**config.mk**
```make
export PLATFORM = sky130hd
export DESIGN_NAME = wrs_back_flat
export DESIGN_NICKNAME = d
export VERILOG_FILES = /design/src/hdl/weighted_running_statistics_defines.svh /design/src/hdl/wrs_pkg.sv /design/src/hdl/wrs_if.sv /design/src/hdl/wrs_back.sv /design/src/flat_wrapper.sv
export SDC_FILE = /design/constraint.sdc
export NUM_CORES = 2
export LEC_CHECK = 0
export BUFFER_PORTS_ARGS = -buffer_cell sky130_fd_sc_hd__buf_4
export CAP_MARGIN = 30
export CORE_UTILIZATION = 45
export CTS_BUF_LIST = sky130_fd_sc_hd__clkbuf_8
export DETAILED_ROUTE_END_ITERATION = 16
export PLACE_DENSITY = 0.73
export SLEW_MARGIN = 10
export SYNTH_ARGS = -nofsm -noshare
export SYNTH_HDL_FRONTEND = slang
export SYNTH_SLANG_ARGS = --single-unit
```
**constraint.sdc**
```tcl
create_clock -name clk -period 30.8 [get_ports clk]
set_clock_uncertainty 0.2 [all_clocks]
set_input_delay 3.08 -clock clk [delete_from_list [all_inputs] [get_ports clk]]
set_output_delay 3.08 -clock clk [all_outputs]
set_load 0.02 [all_outputs]
```
**src/hdl/weighted_running_statistics_defines.svh**
```systemverilog
// Assertion macros used by the top level to check this block.
`ifndef WEIGHTED_RUNNING_STATISTICS_DEFINES_SVH
`define WEIGHTED_RUNNING_STATISTICS_DEFINES_SVH

// The consequent must hold in the same cycle as the antecedent.
`define WRS_ASSERT_NOW(lbl, pre, post, msg) \
	lbl: assert property (@(posedge clk) disable iff (!arst_n) (pre) |-> (post)) else $error(msg);

// The consequent must hold in the cycle after the antecedent.
`define WRS_ASSERT_NEXT(lbl, pre, post, msg) \
	lbl: assert property (@(posedge clk) disable iff (!arst_n) (pre) |=> (post)) else $error(msg);

`endif

```
**src/hdl/wrs_pkg.sv**
```systemverilog
// Shared types, constants and codes of the weighted running statistics block.
`timescale 1ns / 1ps
package wrs_pkg;

	localparam int SAMPLE_BITS_DEF = 16;
	localparam int COUNT_BITS_DEF = 16;
	localparam int WEIGHT_FRAC_BITS_DEF = 8;
	localparam int QUEUE_DEPTH_DEF = 2;

	// Operand register of the shared divide and root unit, left aligned.
	localparam int OPND_BITS = 80;
	localparam int STEP_BITS = 7;
	// Mean: 48-bit magnitude with nine extra quotient bits.
	localparam logic [STEP_BITS-1:0] MEAN_STEPS = STEP_BITS'(57);
	// Mean square: 64-bit sum of squares with nine extra quotient bits.
	localparam logic [STEP_BITS-1:0] MS_STEPS = STEP_BITS'(73);
	// A 64-bit root takes two radicand bits per step.
	localparam logic [STEP_BITS-1:0] ROOT_STEPS = STEP_BITS'(32);

	localparam logic signed [24:0] RMS_EMPTY = -25'sd256;

	typedef enum logic [1:0] {
		ST_OK = 2'd0,
		ST_EMPTY = 2'd1,
		ST_ZERO_WEIGHT = 2'd2,
		ST_REJECTED = 2'd3
	} wrs_status_t;

	typedef enum logic {
		OP_DIV = 1'b0,
		OP_ROOT = 1'b1
	} wrs_op_t;

	typedef enum logic [3:0] {
		S_IDLE,
		S_MEAN,
		S_MS,
		S_SQUARE,
		S_VAR,
		S_SD,
		S_SE_DIV,
		S_SE_ROOT,
		S_RMS,
		S_EMIT
	} wrs_state_t;

	// Accumulator state after one item, as handed from front to back.
	typedef struct packed {
		logic        empty;
		logic        rejected;
		logic [15:0] count;
		logic [15:0] min_value;
		logic [15:0] max_value;
		logic [47:0] sum;
		logic [63:0] sum_sq;
		logic [31:0] weight;
	} wrs_snap_t;

	typedef struct packed {
		logic                  start;
		wrs_op_t               op;
		logic [OPND_BITS-1:0]  operand;
		logic [STEP_BITS-1:0]  steps;
		logic [31:0]           divisor;
	} wrs_unit_req_t;

	typedef struct packed {
		logic        done;
		logic [63:0] result;
	} wrs_unit_rsp_t;

endpackage

```
**src/hdl/wrs_if.sv**
```systemverilog


interface wrs_out_if;
	logic               valid;
	logic               ready;
	logic [15:0]        count;
	logic signed [15:0] min_value;
	logic signed [15:0] max_value;
	logic signed [47:0] weighted_sum;
	logic [62:0]        weighted_sum_sq;
	logic [31:0]        total_weight;
	logic signed [24:0] mean_value;
	logic signed [39:0] variance_value;
	logic [23:0]        std_dev;
	logic [27:0]        std_error;
	logic signed [24:0] rms_value;
	logic [1:0]         status;

	modport source(output valid, count, min_value, max_value, weighted_sum, weighted_sum_sq,
		total_weight, mean_value, variance_value, std_dev, std_error, rms_value, status,
		input ready);
	modport sink(input valid, count, min_value, max_value, weighted_sum, weighted_sum_sq,
		total_weight, mean_value, variance_value, std_dev, std_error, rms_value, status,
		output ready);
endinterface

```
**src/hdl/wrs_back.sv**
```systemverilog
// Back end: sequences the divisions and roots of one snapshot and holds the result item.
`timescale 1ns / 1ps
module wrs_back #(
	parameter int WEIGHT_FRAC_BITS = wrs_pkg::WEIGHT_FRAC_BITS_DEF
) (
	input  logic                   clk,
	input  logic                   arst_n,
	input  logic                   nonempty,
	input  wrs_pkg::wrs_snap_t     pop_data,
	output logic                   pop,
	output wrs_pkg::wrs_unit_req_t req,
	input  wrs_pkg::wrs_unit_rsp_t rsp,
	wrs_out_if.source              results
);
	localparam logic [wrs_pkg::STEP_BITS-1:0] SE_STEPS =
		wrs_pkg::STEP_BITS'(40 + WEIGHT_FRAC_BITS + 8);

	wrs_pkg::wrs_state_t state_q, state_d;
	logic                launch_q;
	wrs_pkg::wrs_snap_t  snap_q;
	logic [63:0]         mmag_q, ms_q, prod_q, se_quo_q, round_c, msq_c;
	logic [39:0]         var_q, v0;
	logic [23:0]         sd_q;
	logic [27:0]         se_q;
	logic [24:0]         rms_q;
	logic [47:0]         mag;
	logic                neg;

	logic                out_valid_q;
	logic [15:0]         count_q, min_q, max_q;
	logic [47:0]         wsum_q;
	logic [62:0]         wsum_sq_q;
	logic [31:0]         twt_q;
	logic [24:0]         mean_q, rms_out_q;
	logic [39:0]         var_out_q;
	logic [23:0]         sd_out_q;
	logic [27:0]         se_out_q;
	logic [1:0]          status_q;

	assign neg = snap_q.sum[47];
	assign mag = neg ? -snap_q.sum : snap_q.sum;
	assign v0 = var_q[39] ? '0 : var_q;
	// Halve a quotient that carries one extra bit, rounding half up.
	assign round_c = rsp.result + 64'd1;
	assign msq_c = (prod_q + 64'd128) >> 8;

	always_comb begin
		state_d = state_q;
		unique case (state_q)
			wrs_pkg::S_IDLE: begin
				if (nonempty) begin
					state_d = (pop_data.empty || pop_data.weight == '0)
						? wrs_pkg::S_EMIT : wrs_pkg::S_MEAN;
				end
			end
			wrs_pkg::S_MEAN: if (rsp.done) state_d = wrs_pkg::S_MS;
			wrs_pkg::S_MS: if (rsp.done) state_d = wrs_pkg::S_SQUARE;
			wrs_pkg::S_SQUARE: state_d = wrs_pkg::S_VAR;
			wrs_pkg::S_VAR: state_d = wrs_pkg::S_SD;
			wrs_pkg::S_SD: if (rsp.done) state_d = wrs_pkg::S_SE_DIV;
			wrs_pkg::S_SE_DIV: if (rsp.done) state_d = wrs_pkg::S_SE_ROOT;
			wrs_pkg::S_SE_ROOT: if (rsp.done) state_d = wrs_pkg::S_RMS;
			wrs_pkg::S_RMS: if (rsp.done) state_d = wrs_pkg::S_EMIT;
			wrs_pkg::S_EMIT: if (!out_valid_q || results.ready) state_d = wrs_pkg::S_IDLE;
			default: state_d = wrs_pkg::S_IDLE;
		endcase
	end

	always_comb begin
		pop = (state_q == wrs_pkg::S_IDLE) && nonempty;
		req.start = launch_q;
		req.op = wrs_pkg::OP_ROOT;
		req.operand = '0;
		req.steps = wrs_pkg::ROOT_STEPS;
		req.divisor = snap_q.weight;
		unique case (state_q)
			wrs_pkg::S_MEAN: begin
				req.op = wrs_pkg::OP_DIV;
				req.operand = {mag, 32'd0};
				req.steps = wrs_pkg::MEAN_STEPS;
			end
			wrs_pkg::S_MS: begin
				req.op = wrs_pkg::OP_DIV;
				req.operand = {snap_q.sum_sq, 16'd0};
				req.steps = wrs_pkg::MS_STEPS;
			end
			wrs_pkg::S_SD: req.operand = {16'd0, v0, 8'd0, 16'd0};
			wrs_pkg::S_SE_DIV: begin
				req.op = wrs_pkg::OP_DIV;
				req.operand = {v0, 40'd0};
				req.steps = SE_STEPS;
			end
			wrs_pkg::S_SE_ROOT: req.operand = {se_quo_q, 16'd0};
			wrs_pkg::S_RMS: req.operand = {ms_q[55:0], 8'd0, 16'd0};
			default: req.operand = '0;
		endcase
	end

	always_ff @(posedge clk or negedge arst_n) begin
		if (!arst_n) begin
			state_q <= wrs_pkg::S_IDLE;
			launch_q <= 1'b0;
			out_valid_q <= 1'b0;
		end else begin
			state_q <= state_d;
			launch_q <= (state_d != state_q) && (state_d == wrs_pkg::S_MEAN
				|| state_d == wrs_pkg::S_MS || state_d == wrs_pkg::S_SD
				|| state_d == wrs_pkg::S_SE_DIV || state_d == wrs_pkg::S_SE_ROOT
				|| state_d == wrs_pkg::S_RMS);
			if (state_q == wrs_pkg::S_EMIT && (!out_valid_q || results.ready)) begin
				out_valid_q <= 1'b1;
			end else if (results.ready) begin
				out_valid_q <= 1'b0;
			end
		end
	end

	always_ff @(posedge clk) begin
		unique case (state_q)
			wrs_pkg::S_IDLE: begin
				if (nonempty) begin
					snap_q <= pop_data;
					mmag_q <= '0;
					var_q <= '0;
					sd_q <= '0;
					se_q <= '0;
					rms_q <= '0;
				end
			end
			wrs_pkg::S_MEAN: if (rsp.done) mmag_q <= {1'b0, round_c[63:1]};
			wrs_pkg::S_MS: if (rsp.done) ms_q <= {1'b0, round_c[63:1]};
			wrs_pkg::S_SQUARE: prod_q <= mmag_q[31:0] * mmag_q[31:0];
			wrs_pkg::S_VAR: var_q <= 40'(ms_q - msq_c);
			wrs_pkg::S_SD: if (rsp.done) sd_q <= 24'(rsp.result);
			wrs_pkg::S_SE_DIV: if (rsp.done) se_quo_q <= rsp.result;
			wrs_pkg::S_SE_ROOT: if (rsp.done) se_q <= 28'(rsp.result);
			wrs_pkg::S_RMS: if (rsp.done) rms_q <= 25'(rsp.result);
			wrs_pkg::S_EMIT: begin
				if (!out_valid_q || results.ready) begin
					count_q <= snap_q.count;
					min_q <= snap_q.min_value;
					max_q <= snap_q.max_value;
					wsum_q <= snap_q.sum;
					wsum_sq_q <= snap_q.sum_sq[62:0];
					twt_q <= snap_q.weight;
					mean_q <= neg ? -mmag_q[24:0] : mmag_q[24:0];
					var_out_q <= var_q;
					sd_out_q <= sd_q;
					se_out_q <= se_q;
					rms_out_q <= snap_q.empty ? wrs_pkg::RMS_EMPTY : rms_q;
					priority if (snap_q.rejected) status_q <= wrs_pkg::ST_REJECTED;
					else if (snap_q.empty) status_q <= wrs_pkg::ST_EMPTY;
					else if (snap_q.weight == '0) status_q <= wrs_pkg::ST_ZERO_WEIGHT;
					else status_q <= wrs_pkg::ST_OK;
				end
			end
			default: ;
		endcase
	end

	assign results.valid = out_valid_q;
	assign results.count = count_q;
	assign results.min_value = min_q;
	assign results.max_value = max_q;
	assign results.weighted_sum = wsum_q;
	assign results.weighted_sum_sq = wsum_sq_q;
	assign results.total_weight = twt_q;
	assign results.mean_value = mean_q;
	assign results.variance_value = var_out_q;
	assign results.std_dev = sd_out_q;
	assign results.std_error = se_out_q;
	assign results.rms_value = rms_out_q;
	assign results.status = status_q;
endmodule

```
**src/flat_wrapper.sv**
```systemverilog
// flat-port wrapper written by rule: the top's interface ports become plain ports
module wrs_back_flat 
#(
	parameter int WEIGHT_FRAC_BITS = wrs_pkg::WEIGHT_FRAC_BITS_DEF
)
  (clk, arst_n, nonempty, pop_data, pop, req, rsp, results_valid, results_count, results_min_value, results_max_value, results_weighted_sum, results_weighted_sum_sq, results_total_weight, results_mean_value, results_variance_value, results_std_dev, results_std_error, results_rms_value, results_status, results_ready);
  wrs_out_if results_i ();
  input  logic clk;
  input  logic arst_n;
  input  logic nonempty;
  input  wrs_pkg::wrs_snap_t pop_data;
  output logic pop;
  output wrs_pkg::wrs_unit_req_t req;
  input  wrs_pkg::wrs_unit_rsp_t rsp;
  output wire logic [$bits(results_i.valid)-1:0] results_valid;
  output wire logic [$bits(results_i.count)-1:0] results_count;
  output wire logic [$bits(results_i.min_value)-1:0] results_min_value;
  output wire logic [$bits(results_i.max_value)-1:0] results_max_value;
  output wire logic [$bits(results_i.weighted_sum)-1:0] results_weighted_sum;
  output wire logic [$bits(results_i.weighted_sum_sq)-1:0] results_weighted_sum_sq;
  output wire logic [$bits(results_i.total_weight)-1:0] results_total_weight;
  output wire logic [$bits(results_i.mean_value)-1:0] results_mean_value;
  output wire logic [$bits(results_i.variance_value)-1:0] results_variance_value;
  output wire logic [$bits(results_i.std_dev)-1:0] results_std_dev;
  output wire logic [$bits(results_i.std_error)-1:0] results_std_error;
  output wire logic [$bits(results_i.rms_value)-1:0] results_rms_value;
  output wire logic [$bits(results_i.status)-1:0] results_status;
  input wire logic [$bits(results_i.ready)-1:0] results_ready;
  assign results_valid = results_i.valid;
  assign results_count = results_i.count;
  assign results_min_value = results_i.min_value;
  assign results_max_value = results_i.max_value;
  assign results_weighted_sum = results_i.weighted_sum;
  assign results_weighted_sum_sq = results_i.weighted_sum_sq;
  assign results_total_weight = results_i.total_weight;
  assign results_mean_value = results_i.mean_value;
  assign results_variance_value = results_i.variance_value;
  assign results_std_dev = results_i.std_dev;
  assign results_std_error = results_i.std_error;
  assign results_rms_value = results_i.rms_value;
  assign results_status = results_i.status;
  assign results_i.ready = results_ready;
  wrs_back #(.WEIGHT_FRAC_BITS(WEIGHT_FRAC_BITS)) u_core (.clk(clk), .arst_n(arst_n), .nonempty(nonempty), .pop_data(pop_data), .pop(pop), .req(req), .rsp(rsp), .results(results_i));
endmodule
```
# Word-level counts from Yosys, hierarchy flattened
# Index checks and enable logic that the tools add are counted.
[totals]
reg_bits = 852
latchBits = 0
ramBits = 0
romBits = 0
input_bits = 263
out_inout_bits = 458
elab_cells = 124
mem_count = 0
[classes]
n_addsub = 5
n_mul = 1
div_mod_pow = 0
order_cmp = 0
n_eq_ne = 21
shift = 0
mux = 34
bitwise_logic = 0
n_reduce_logical = 31
[ops]
columns = ["op", "n"]
rows = [
  ["$pmux 80 s6", 1],
  ["$mux 40", 2],
  ["$pmux 40 s2", 1],
  ["$mux 25", 3],
  ["$logic_not 32->1", 2],
  ["$mux 32", 2],
  ["$pmux 32 s2", 1],
  ["$add 57x1->57 const B", 1],
  ["$mux 28", 2],
  ["$pmux 28 s2", 1],
  ["$pmux 25 s2", 1],
  ["$add 48x8->48 const B", 1],
  ["$mul 32x32->48", 1],
  ["$mux 24", 2],
  ["$mux 48", 1],
  ["$neg 48->48", 1],
  ["$pmux 24 s2", 1],
  ["$pmux 4 s10", 1],
  ["$sub 40x40->40", 1],
  ["$mux 4", 9],
  ["$eq 4x3->1 const B", 7],
  ["$neg 25->25", 1],
  ["$pmux 7 s3", 1],
  ["$eq 4x2->1 const B", 3],
  ["15 further kinds", 45],
]

# Longest topological paths before layout
[depth]
ltp_word = 12
depth_mapped = 31
mapped_depth_nobuf = 29

# Worst setup path after synthesis
# Ideal clock, no wire load.
[synth_timing]
path_type = "input port to flip-flop"
startpoint = "in results_ready"
endpoint = "reg u_core.count_q[0], in the netlist u_core.results.count[0], enable pin"
arrival_ps = 25618
t_required_ps = 29159
slack_ps = 3540
path_stages = 2
n_path_buf = 0
cell_sequence = "nor2b_1 > nor3_1"
[synth_via]
elab_chain_len = 2
[synth_rtl]
columns = ["element", "line", "text"]
rows = [
  ["start, declared", "flat_wrapper.sv:28", "input wire logic [$bits(results_i.ready)-1:0] results_ready;"],
  ["$logic_or 1x1->1", "wrs_back.sv:139", "if (!out_valid_q || results.ready) begin"],
  ["$reduce_and 2->1 (no line)", "--", ""],
  ["end signal, assigned", "wrs_back.sv:140", "count_q <= snap_q.count;"],
  ["end, declared", "wrs_back.sv:30", "logic [15:0] count_q, min_q, max_q;"],
]
# Every way passes these cells.
# A chain may end at the register's enable or synchronous reset.

# Final worst setup path
[layout_timing]
startpoint = "reg u_core.mmag_q[6]"
endpoint = "reg u_core.prod_q[47] (data pin)"
[layout_via]
elab_chain_len = 1
[layout_rtl]
columns = ["element", "line", "text"]
rows = [
  ["start, declared", "wrs_back.sv:21", "logic [63:0] mmag_q, ms_q, prod_q, se_quo_q, round_c, msq_c;"],
  ["start signal, assigned", "wrs_back.sv:130", "wrs_pkg::S_MEAN: if (rsp.done) mmag_q <= {1'b0, round_c[63:1]};"],
  ["$mul 32x32->48", "wrs_back.sv:132", "wrs_pkg::S_SQUARE: prod_q <= mmag_q[31:0] * mmag_q[31:0];"],
  ["end signal, assigned", "wrs_back.sv:132", ""],
  ["end, declared", "wrs_back.sv:21", ""],
]
# Every way passes these cells.

==> summary.md <==
| Metric | Value |
|---|---|
| Core Footprint | `around 130,000 um2` |
| Cts hold-fix bufs | `0` |
| Die Y | `approximately 360 um` |
| WS Path Type | `register to register` |
| Worst setup SP type | `register` |
| Period minus WS final | `8.69 ns` |
| EDFF count, synth | `roughly 840` |
| Fin. max-slew vios | `0` |
| Max frequency | `115 MHz` |
| RR Endpoint | `u_core.prod_q[47]$_DFFE_PP_` |
| Layout cells sized above 1 | `17.9%` |
| Total clock sinks | `~850` |
| Library cells used by synthesis | `68` |
| Vias in the first global route | `around 41,000` |
| Remaining DRCs | `0` |
| Largest net degree at the start of global routing | `between 150 and 200` |
| Post-Syn Area | `just under 60,000 um2` |
| Die area | `131,000 um2` |
| Critical Path AT | `~9 ns` |
| Flops & latches, synth | `845` |
| RSZ-0062 raised after global routing | `false` |
| Final Setup Violations | `0` |
| Max-cap viol count | `0` |
| Post-CTS setup repair buffer count | `0` |
| Synth warnings | `0` |
| Status | `complete, no violations` |
| Port Buf Inserts | `702` |
| Post-synth ARST share | `less than 1%` |
| # fillers | `10,800` |
| Area Overhead vs Synth | `16.7%` |
| Main synth FF type | `edfxtp_1` |
| Root Buffer | `clkbuf_8` |
| Dpl hpwl | `approximately 150 mm` |
| Leading area contributor after synthesis | `edfxtp_1` |
| GRT Overall Usage | `28.7%` |
| Post-CTS Resized | `0` |
| Post-synth top cells | `inv_1, edfxtp_1, fa_1` |
| Hold crit path type | `register to register` |
| Drt total wl | `~190 mm` |
| First DRT Iteration DRCs | `between 4,000 and 5,000` |
| Die X | `approximately 360 um` |
| Worst reg2reg setup slack | `approximately 22 ns` |
| Sequential fraction of the synthesis area | `about 44%` |
| Rows | `131` |
| Via/cell ratio | `roughly 5.4` |
| Hold Crit Endpoint | `u_core.results.std_error[22]$_DFFE_PP_` |
| Final setup TNS | `0 ns` |
| Period utilization | `between 20% and 30%` |
| Via count | `around 39,000` |
| Starting density of the core | `approximately 45%` |
| H-Tree Depth | `4` |
| # nets final | `~6,700` |
| CP Capture Type | `register` |
| Yosys top cell area share | `roughly 43%` |
| Crit-path max FO | `30` |
| Hold path cells | `0` |
| Clock insertion delay at the later pin of the skew report | `about 0.88 ns` |
| Grt total ovfl | `0` |
| Hold Vio Cnt, Final | `0` |
| Post-Syn Instances | `between 4,000 and 5,000` |
| CTS tree | `built` |
| Count leader, synth | `inv_1` |
| First-pass DRT Iterations | `8` |
| Relative slew slack | `~25%` |
| Final ANT Viol Nets | `0` |
| Worst hold path startpoint | `u_core.se_q[22]$_SDFFCE_PN0P_` |
| I/O pin cnt | `around 700` |
| Wire length per cell | `between 20 and 30 um` |
| Top cells by area, synth | `edfxtp_1, fa_1, inv_1` |
| Clock tree buffer depth | `3` |
| Reg2reg start | `u_core.mmag_q[6]$_SDFFCE_PN0P_` |
| Reg clk slew, reported paths | `0.07 ns` |
| FF-to-FF path depth | `26` |
| First-pass GRT wire length | `around 270 mm` |
| Slew @ Worst Pin | `roughly 1.1 ns` |
| CTS buffer count | `approximately 140` |
| Crit path required time | `31.17 ns` |
| Global placement routability congestion | `0.963` |
| Initial antenna violation count | `28` |
| Syn Area/Cell | `around 12 um2` |
[layout by cell type (no fill, tap or decap), drive strengths merged, types with 13 or more instances in the layout]
cell | synthesis | layout
a21oi | 86 | 86
nand2 | 363 | 363
fa | 694 | 694
xor2 | 138 | 138
or2 | 29 | 29
diode | 0 | 16
edfxtp | 839 | 839
and2 | 279 | 279
o31ai | 24 | 24
inv | 913 | 966
nor2b | 41 | 41
xnor2 | 145 | 145
clkbuf | 157 | 140
o21ai | 73 | 73
ha | 253 | 253
o211ai | 19 | 19
clkinv | 5 | 57
a22oi | 52 | 52
nor2 | 145 | 145
nand2b | 16 | 16
nand3 | 59 | 59
buf | 60 | 766
nand4 | 30 | 30
nor4 | 25 | 25
a21o | 36 | 36
or4 | 13 | 13
conb | 1 | 18
nor3 | 39 | 39
and3 | 52 | 52
a22o | 15 | 15
a222oi | 28 | 28
[per-stage QoR]
step / worst slack [ns] / instances / hold WS [ns] / area (um2) / utilization [%]
6_report: 22.11 / 7274 / 0.209 / 67900 / 53.1
5_1_grt: 21.78 / 7267 / 0.216 / 67900 / 53.1
4_1_cts: 22.17 / 7253 / 0.211 / 67700 / 53.0
3_5_place_dp: 22.25 / 7001 / 0.205 / 65200 / 51.0
3_3_place_gp: 22.31 / 6995 / 0.201 / 65100 / 50.9
2_1_floorplan: 3.54 / 4794 / 0.200 / 58200 / -
[worst max-delay path, stage by stage (launching register included)]
cell      delay [ns]
edfxtp_1        0.32
buf_4           0.37
clkinv_1        0.46
nor2_1          0.45
fa_1            0.51
fa_1            0.44
fa_1            0.54
inv_1           0.05
fa_1            0.47
inv_1           0.05
fa_1            0.48
fa_1            0.48
fa_1            0.51
inv_1           0.05
fa_1            0.47
inv_1           0.04
ha_1            0.33
nand3_1         0.19
nor2_1          0.05
and4_1          0.27
nand2_1         0.09
o21ai_0         0.08
a41oi_1         0.51
a311oi_1        0.28
and4_1          0.29
a211oi_1        0.26
xnor2_1         0.09
[cells by family after synthesis]
kind of cell | count (synthesis) | share of synthesized area, %
buf+inv | 1135 | 7.66
simple gates | 1116 | 9.72
fa+ha+maj | 947 | 29.3
flops | 845 | 43.6
compound gates | 447 | 5.38
xor+xnor | 283 | 4.26
mux | 3 | 0.0516
other cells | 1 | 0.00645
[state kept, by name, summed over array words and instances, names as in the netlist, 25 cells and up]
| register | flops |
|---|---|
| u_core.results.total_weight | 32 |
| u_core.rms_q | 25 |
| u_core.results.variance_value | 40 |
| u_core.prod_q | 41 |
| u_core.req | 32 |
| u_core.results.mean_value | 25 |
| u_core.se_q | 28 |
| u_core.mmag_q | 32 |
| u_core.results.weighted_sum_sq | 63 |
| u_core.results.rms_value | 25 |
| u_core.snap_q | 161 |
| u_core.ms_q | 56 |
| u_core.results.std_error | 28 |
| u_core.se_quo_q | 64 |
| u_core.results.weighted_sum | 48 |
| u_core.var_q | 40 |
[metal layers]
| layer | share of wire [%] | up-vias | GRT usage (%) |
|---|---|---|---|
| met5 | 0.17 | - | 0 |
| li1 | - | 17000 | - |
| met4 | 5.6 | 16 | 14.5 |
| met1 | 35 | 19900 | 33.7 |
| met2 | 49 | 1996 | 48.7 |
| met3 | 10 | 401 | 7.25 |
[how the worst max path moves through the flow]
stage	end	slack (ns)	start
2_1_floorplan	u_core.results.count[0]$_DFFE_PP_	3.54	results_ready
3_3_place_gp	u_core.prod_q[47]$_DFFE_PP_	22.31	u_core.mmag_q[8]$_SDFFCE_PN0P_
3_5_place_dp	u_core.prod_q[47]$_DFFE_PP_	22.25	u_core.mmag_q[6]$_SDFFCE_PN0P_
4_1_cts	u_core.prod_q[47]$_DFFE_PP_	22.17	u_core.mmag_q[6]$_SDFFCE_PN0P_
5_1_grt	u_core.prod_q[39]$_DFFE_PP_	21.78	u_core.mmag_q[7]$_SDFFCE_PN0P_
6_report	u_core.prod_q[47]$_DFFE_PP_	22.11	u_core.mmag_q[6]$_SDFFCE_PN0P_
[cell type report]
cell class	instances	area [um2]	share of cell area [%]
Sequential cell	845	25300	37.3
Inverter	918	3450	5.09
Timing Repair Buffer	767	5860	8.64
Clock buffer	139	1910	2.82
Multi-Input combinational cell	2814	28500	42.0
Clock inverter	113	678	0.999
Tap cell	1662	2080	3.06
Antenna cell	16	40.0	0.0590
Power is not shown: default switching activity piles up to over one toggle a cycle in this logic, so the estimate is an artifact.
